[config.mk]
export PLATFORM = sky130hd
export DESIGN_NAME = two_level_bitmap_id_allocator_core
export DESIGN_NICKNAME = d
export VERILOG_FILES = /design/src/sv/tlba_pkg.sv /design/src/sv/two_level_bitmap_id_allocator_core.sv /design/src/sv/tlba_pick.sv
export VERILOG_INCLUDE_DIRS = /design/src /design/src/sv
export SDC_FILE = /design/constraint.sdc
export NUM_CORES = 1
export LEC_CHECK = 0
export BUFFER_PORTS_ARGS = -buffer_cell sky130_fd_sc_hd__buf_2
export CORE_MARGIN = 3
export CORE_UTILIZATION = 44
export DETAILED_ROUTE_END_ITERATION = 12
export SLEW_MARGIN = 15
export SYNTH_ARGS = -nofsm -noshare
export SYNTH_HDL_FRONTEND = slang
export SYNTH_HIERARCHICAL = 1
export SYNTH_SLANG_ARGS = --single-unit
[constraint.sdc]
create_clock -name clk -period 5.3 [get_ports clk]
set_clock_uncertainty 0.15 [all_clocks]
set_input_delay 0.795 -clock clk [delete_from_list [all_inputs] [get_ports clk]]
set_output_delay 0.795 -clock clk [all_outputs]
set_load 0.01 [all_outputs]
[src/sv/assert_macros.svh]
// Assertion macros used by the allocator core RTL.
// Defining ASSERT_OFF leaves every macro body empty.
`ifndef ASSERT_MACROS_SVH
`define ASSERT_MACROS_SVH
`ifndef ASSERT_OFF
// Condition that must hold at every clock edge outside reset.
`define ASSERT_ALWAYS(lbl, clk, rst_n, cond, msg) \
  lbl: assert property (@(posedge clk) disable iff (!rst_n) (cond)) else $error(msg);
// Implication checked at every clock edge outside reset.
`define ASSERT_IMPLY(lbl, clk, rst_n, pre, post, msg) \
  lbl: assert property (@(posedge clk) disable iff (!rst_n) (pre) |-> (post)) else $error(msg);
`else
`define ASSERT_ALWAYS(lbl, clk, rst_n, cond, msg)
`define ASSERT_IMPLY(lbl, clk, rst_n, pre, post, msg)
`endif
`endif

[src/sv/tlba_pkg.sv]
// Package for the two-level bitmap identifier allocator.
// Holds pool sizes, word layouts and request codes; depends on nothing.
package tlba_pkg;

  // Number of 16-identifier groups in the pool (2 to 16).
  localparam int NUM_GROUPS = 16;
  localparam int GROUP_BITS = 16;
  localparam int GRP_W      = (NUM_GROUPS > 1) ? $clog2(NUM_GROUPS) : 1;

  localparam logic [GROUP_BITS-1:0] WORD_ALL_ONES = '1;
  // Marks of groups beyond the pool read as full.
  localparam logic [GROUP_BITS-1:0] PAD_MASK = 16'(32'hFFFF << NUM_GROUPS);

  // Request codes.
  typedef enum logic {
    REQ_ALLOC = 1'b0,
    REQ_FREE  = 1'b1
  } req_type_t;

  // Input word: req_type in bit 0, free_id in bits 8..1.
  typedef struct packed {
    logic [6:0] pad;
    logic [7:0] free_id;
    req_type_t  req_type;
  } in_word_t;

  // Result word: granted in bit 0, given_id in bits 8..1.
  typedef struct packed {
    logic [6:0] pad;
    logic [7:0] given_id;
    logic       granted;
  } out_word_t;

endpackage

[src/sv/two_level_bitmap_id_allocator_core.sv]
// Channel   | Dir | Word fields (low bit up)                 | Accepted when
// in_*      | in  | req_type[0], free_id[8:1], zero pad      | in_tvalid && in_tready
// out_*     | out | granted[0], given_id[8:1], zero pad      | out_tvalid && out_tready
//
// Each request passes an input register, then priority encoding and bitmap update,
// then the result register: one request per cycle while the result is not stalled.
// The group-mark and used-bit registers update as a request moves into the result
// register, so the next request sees them at once. Reset (synchronous, rst_n low)
// frees every identifier. A stalled result holds the input register, which still
// takes a word while it is empty.
`include "assert_macros.svh"
module two_level_bitmap_id_allocator_core
  import tlba_pkg::*;
(
  input  logic        clk,
  input  logic        rst_n,
  input  logic        in_tvalid,
  output logic        in_tready,
  input  logic [15:0] in_tdata,   // req_type[0], free_id[8:1]
  output logic        out_tvalid,
  input  logic        out_tready,
  output logic [15:0] out_tdata   // granted[0], given_id[8:1]
);

  // Input register.
  logic     s1_valid_r;
  in_word_t s1_word_r;
  logic     s1_adv;

  // Result register.
  logic      out_valid_r;
  out_word_t out_word_r, out_word_nxt;

  // Allocator state.
  logic [GROUP_BITS-1:0] used_r [NUM_GROUPS];
  logic [GROUP_BITS-1:0] used_nxt [NUM_GROUPS];
  logic [NUM_GROUPS-1:0] full_r, full_nxt;

  // Picker results.
  logic                  grp_found, bit_found;
  logic [3:0]            grp_idx, bit_idx;
  logic [GROUP_BITS-1:0] marks_ext, sel_word, set_word;
  logic [GRP_W-1:0]      agrp;
  logic [3:0]            fgrp_full, fbit;
  logic [GRP_W-1:0]      fgrp;
  logic                  free_in_pool;
  logic                  marks_ok;

  // Handshake: the input register advances when the result register is free or being taken.
  assign s1_adv     = s1_valid_r && (!out_valid_r || out_tready);
  assign in_tready  = !s1_valid_r || s1_adv;
  assign out_tvalid = out_valid_r;
  assign out_tdata  = out_word_r;

  // Group picker over the full marks, then bit picker over the chosen word.
  assign marks_ext = GROUP_BITS'(full_r) | PAD_MASK;

  tlba_pick u_grp_pick (
    .word  (marks_ext),
    .found (grp_found),
    .idx   (grp_idx)
  );

  assign agrp     = grp_idx[GRP_W-1:0];
  assign sel_word = used_r[agrp];

  tlba_pick u_bit_pick (
    .word  (sel_word),
    .found (bit_found),
    .idx   (bit_idx)
  );

  assign set_word = sel_word | (GROUP_BITS'(1) << bit_idx);

  // Free request fields.
  assign fgrp_full    = s1_word_r.free_id[7:4];
  assign fbit         = s1_word_r.free_id[3:0];
  assign fgrp         = fgrp_full[GRP_W-1:0];
  assign free_in_pool = {1'b0, fgrp_full} < 5'(NUM_GROUPS);

  // Next state and result for the request in the input register.
  always_comb begin
    used_nxt     = used_r;
    full_nxt     = full_r;
    out_word_nxt = '0;
    if (s1_word_r.req_type == REQ_FREE) begin
      out_word_nxt.granted = 1'b1;
      if (free_in_pool) begin
        used_nxt[fgrp][fbit] = 1'b0;
        full_nxt[fgrp]       = 1'b0;
      end
    end else if (grp_found) begin
      if (!bit_found) begin
        // Marked-free group with a full word: repair the mark, deny.
        full_nxt[agrp] = 1'b1;
      end else begin
        used_nxt[agrp] = set_word;
        if (set_word == WORD_ALL_ONES) begin
          full_nxt[agrp] = 1'b1;
        end
        out_word_nxt.granted  = 1'b1;
        out_word_nxt.given_id = {grp_idx, bit_idx};
      end
    end
  end

  // Control and state registers.
  always_ff @(posedge clk) begin
    if (!rst_n) begin
      s1_valid_r  <= 1'b0;
      out_valid_r <= 1'b0;
      full_r      <= '0;
      for (int g = 0; g < NUM_GROUPS; g++) begin
        used_r[g] <= '0;
      end
    end else begin
      if (in_tready) begin
        s1_valid_r <= in_tvalid;
      end
      if (s1_adv) begin
        out_valid_r <= 1'b1;
        full_r      <= full_nxt;
        used_r      <= used_nxt;
      end else if (out_tready) begin
        out_valid_r <= 1'b0;
      end
    end
  end

  // Payload registers.
  always_ff @(posedge clk) begin
    if (in_tready && in_tvalid) begin
      s1_word_r <= in_tdata;
    end
    if (s1_adv) begin
      out_word_r <= out_word_nxt;
    end
  end

  // A group's full mark matches its word being all ones.
  always_comb begin
    marks_ok = 1'b1;
    for (int g = 0; g < NUM_GROUPS; g++) begin
      if (full_r[g] != (used_r[g] == WORD_ALL_ONES)) begin
        marks_ok = 1'b0;
      end
    end
  end

  `ASSERT_ALWAYS(a_marks_match, clk, rst_n, marks_ok, "full mark disagrees with group word")
  `ASSERT_IMPLY(a_deny_zero_id, clk, rst_n, out_valid_r && !out_word_r.granted, out_word_r.given_id == 8'd0, "denied result carries an identifier")
  `ASSERT_IMPLY(a_ready_when_empty, clk, rst_n, !out_valid_r, in_tready, "input stalled while result register is empty")

endmodule

[src/sv/tlba_pick.sv]
// Lowest-clear-bit finder over one 16-bit word.
// Uses tlba_pkg for the word width; instantiated by the allocator core.
module tlba_pick
  import tlba_pkg::*;
(
  input  logic [GROUP_BITS-1:0] word,
  output logic                  found,
  output logic [3:0]            idx
);

  logic [GROUP_BITS-1:0] first_zero;

  // Isolate the lowest clear bit as a one-hot vector.
  assign first_zero = ~word & (word + GROUP_BITS'(1));
  assign found      = ~&word;

  // Encode the one-hot vector to an index.
  always_comb begin
    idx = '0;
    for (int i = 0; i < GROUP_BITS; i++) begin
      if (first_zero[i]) begin
        idx = idx | 4'(i);
      end
    end
  end

endmodule

==> Flow_metrics.wiki <==
{| class="wikitable"
! Metric !! Value
|-
| Antenna violations before repair || 0
|-
| Die area || 38800 um2
|-
| Pwr/cell area || 255 nW/um2
|-
| Num ports || 38
|-
| Peak clock frequency supported by timing || 187 MHz
|-
| Distinct cell type count of the synthesized netlist || 60
|-
| Post-route DRC || 0
|-
| Remaining global-route overflow || 0
|-
| Filler cell count in the final layout || 3248
|-
| Highest ir drop seen on vdd || 0.160 mV
|-
| Area inside the core boundary || 35700 um2
|-
| Starting DRC count in detailed routing || 1728
|-
| Proportion of layout cells with a drive suffix above 1 || 20.6%
|-
| Setup repair after global routing missed its margin || yes
|-
| Post-synthesis area per instance || 8.58 um2
|-
| Gate Count Post-Synth || 1869
|-
| Period minus WS final || 5.34 ns
|-
| WL per Instance || 24.6 um
|-
| Prevailing post-synth register cell || sky130_fd_sc_hd__dfxtp_1
|-
| Ranking of synthesized cells by area || sky130_fd_sc_hd__dfxtp_1 (34%), sky130_fd_sc_hd__o21ai_0 (8.5%), sky130_fd_sc_hd__nand2_1 (6.9%)
|-
| Clock tree from TritonCTS || built
|-
| Violations in the final reports || negative setup slack
|-
| Path category of the worst min-delay check || in -> reg
|-
| CP arrival || 5.61 ns
|-
| Min setup slack post-route || -0.0437 ns
|-
| Largest net degree at the start of global routing || 124
|-
| Number of enable-type register cells in the synthesized netlist || 18
|-
| Category of the most critical setup path || reg -> reg
|-
| Final Setup Violations || 3
|-
| GP Congestion || 0.944
|-
| Wire length of the first global-routing pass || 88.3 mm
|-
| Clock latency of the later-clocked register in the worst-skew pair || 0.52 ns
|-
| Total number of vias || 15.4k
|-
| Total detailed-routing wirelength || 59.9 mm
|-
| Site row count || 69
|-
| Vias in the first global route || 14.5k
|-
| Layout overhead on the synthesized area || 20.2%
|-
| Worst-path maximum fanout || 8
|-
| Length in cells of the worst reg-to-reg path || 20
|-
| Max-slew violation count || 0
|-
| Async set-reset flop share out of synthesis || 0%
|-
| Worst Path Required || 5.57 ns
|-
| Leakage || 6.63 nW
|-
| Portion of the post-synthesis area used by sequential elements || 37.6%
|-
| Cell type with the largest total area after synthesis || sky130_fd_sc_hd__dfxtp_1
|-
| Sort of element at the start of the critical path || flop
|-
| Worst Setup End Kind || flop
|-
| Number of clock sinks seen by CTS || 292
|-
| H-tree level count || 2
|-
| Total of max-cap violations || 0
|-
| Register bit total from synthesis || 292
|-
| Horizontal die dimension || 197 um
|-
| PortBufs || 23
|-
| DRT Pass-1 Iters || 5
|-
| Most repeated cell in the gate-level netlist after synthesis || sky130_fd_sc_hd__nand2_1
|-
| Post-synthesis instance area || 16000 um2
|-
| Hold path cells || 1
|-
| Overall track demand over capacity in global routing || 29.6%
|-
| Y dimension of the die || 197 um
|-
| Initial Utilization || 44.9%
|-
| Setup total negative slack || -0.0669 ns
|-
| Clk buf depth || 3
|-
| Total Power Consumption || 4.92 mW
|-
| CTS root buffer || sky130_fd_sc_hd__clkbuf_16
|-
| Number of warnings reported in the yosys synthesis log || 6
|-
| Cts bufs inserted || 34
|-
| Run status || complete, but fails checks
|-
| Period Utilization, post-route || 101%
|-
| Area share of the largest cell type after synthesis || 34.2%
|-
| Antenna viol nets, final || 0
|-
| Layout Nets || 1971
|-
| List of most frequent post-synthesis cells || sky130_fd_sc_hd__nand2_1 (296), sky130_fd_sc_hd__dfxtp_1 (274), sky130_fd_sc_hd__o21ai_0 (271)
|-
| Count of endpoints failing hold in the final timing report || 0
|-
| Average via count per standard cell || 6.32
|-
| Slew @ Worst Pin || 1.21 ns
|-
| Post-DP HPWL || 37.8 mm
|-
| Post-CTS clock slew at the launch and capture registers of the worst setup and hold paths || 0.06 ns
|-
| Max transition margin || 19.4%
|}
==> kinds of logic after synthesis <==
family	synth area share (%)
other cells	0.0234
mux	10.9
simple gates	20.0
buf+inv	5.37
flops	37.6
compound gates	26.2
==> report_power, final <==
group | internal, mW | switching [mW] | leakage [nW]
combinational | 0.0608 | 0.163 | 3.67
sequential | 2.22 | 0.0128 | 2.38
clock | 1.48 | 0.976 | 0.585
==> state kept, by name, summed over array words and instances, names as in the netlist <==
register / flops
fbit: 4
full_r: 16
out_tdata: 9
out_tvalid: 1
fgrp: 4
s1_valid_r: 1
used_r: 256
s1_word_r: 1
==> placed cells by master (no fill, tap or decap), types with 18 or more instances in the layout <==
| master | Yosys | routed |
|---|---|---|
| sky130_fd_sc_hd__mux4_1 | 36 | 25 |
| sky130_fd_sc_hd__clkbuf_16 | 0 | 38 |
| sky130_fd_sc_hd__o211ai_1 | 148 | 148 |
| sky130_fd_sc_hd__nand2_1 | 296 | 292 |
| sky130_fd_sc_hd__nand3_1 | 20 | 20 |
| sky130_fd_sc_hd__buf_4 | 11 | 164 |
| sky130_fd_sc_hd__o21ai_0 | 271 | 260 |
| sky130_fd_sc_hd__buf_12 | 4 | 22 |
| sky130_fd_sc_hd__buf_2 | 10 | 22 |
| sky130_fd_sc_hd__a22oi_1 | 68 | 63 |
| sky130_fd_sc_hd__edfxtp_1 | 18 | 18 |
| sky130_fd_sc_hd__mux4_2 | 23 | 34 |
| sky130_fd_sc_hd__nor2_1 | 39 | 32 |
| sky130_fd_sc_hd__and2_1 | 141 | 141 |
| sky130_fd_sc_hd__a21boi_0 | 72 | 72 |
| sky130_fd_sc_hd__nor2b_1 | 73 | 71 |
| sky130_fd_sc_hd__a21oi_1 | 27 | 19 |
| sky130_fd_sc_hd__dfxtp_1 | 274 | 266 |
==> worst paths after layout <==
kind                     from          end  slack, ns
hold reg to reg   used_r[124]  used_r[124]       0.35
hold / removal    in_tdata[1]      fbit[0]       0.31
setup reg to reg    full_r[3]   full_r[11]      -0.04
setup / recovery    full_r[3]   full_r[11]      -0.04
==> critical path, cell delays in order (launching register included) <==
cell	delay, ns
sky130_fd_sc_hd__dfxtp_2	0.34
sky130_fd_sc_hd__nand2_2	0.06
sky130_fd_sc_hd__or3_4	0.42
sky130_fd_sc_hd__a21oi_4	0.15
sky130_fd_sc_hd__buf_12	0.18
sky130_fd_sc_hd__clkbuf_16	0.16
sky130_fd_sc_hd__mux4_2	0.49
sky130_fd_sc_hd__mux2_4	0.32
sky130_fd_sc_hd__a21o_1	0.23
sky130_fd_sc_hd__nand2_1	0.07
sky130_fd_sc_hd__a31o_2	0.16
sky130_fd_sc_hd__a311oi_2	0.10
sky130_fd_sc_hd__nor3_2	0.35
sky130_fd_sc_hd__nor2b_4	0.27
sky130_fd_sc_hd__a21o_1	0.15
sky130_fd_sc_hd__o2bb2ai_2	0.06
sky130_fd_sc_hd__or3_1	0.38
sky130_fd_sc_hd__nor4_1	0.19
sky130_fd_sc_hd__or4b_4	0.56
sky130_fd_sc_hd__buf_12	0.18
sky130_fd_sc_hd__o41ai_2	0.25
==> layout make-up <==
type,instances,area [um2],area share (%)
inverters,13,48.8,0.253
repair buffers,217,1940,10.1
flip-flops and latches,292,6040,31.3
multi-input cells,1393,9530,49.4
clock buffers,43,966,5.01
clock inverters,17,189,0.980
well taps,461,577,2.99
diodes,1,2.50,0.0130
==> metal layers <==
metal | track usage, % | routed length (um) | vias to the layer above
met2 | 45.4 | 26500 | 840
li1 | - | - | 6956
met1 | 39.4 | 25000 | 7451
met5 | 0 | 0 | -
met3 | 8.74 | 5940 | 163
met4 | 12.0 | 2420 | 0
==> what timing repair did <==
item / 4_1_cts / 5_1_grt
pin swaps: 2 / 14
endpoints found under the setup margin: 78 / 204
gates resized for setup: 31 / 78
buffers inserted: 4 / 6
cloned: 1 / 3
hold buffers: 0 / 0
==> metrics by stage <==
stage | setup slack, ns | cells | util (%) | instance area (um2) | hold slack, ns
after global routing | -0.123 | 2436 | 54.0 | 19300 | 0.301
final | -0.0437 | 2437 | 54.0 | 19300 | 0.309
after floorplan | 0.0317 | 1875 | - | 16100 | 0.314
after detailed placement | -0.311 | 2362 | 49.2 | 17600 | 0.339
after global placement | -0.294 | 2362 | 49.2 | 17600 | 0.330
after CTS | -0.0431 | 2427 | 52.9 | 18900 | 0.298
Power figures use the tool's default switching activity.
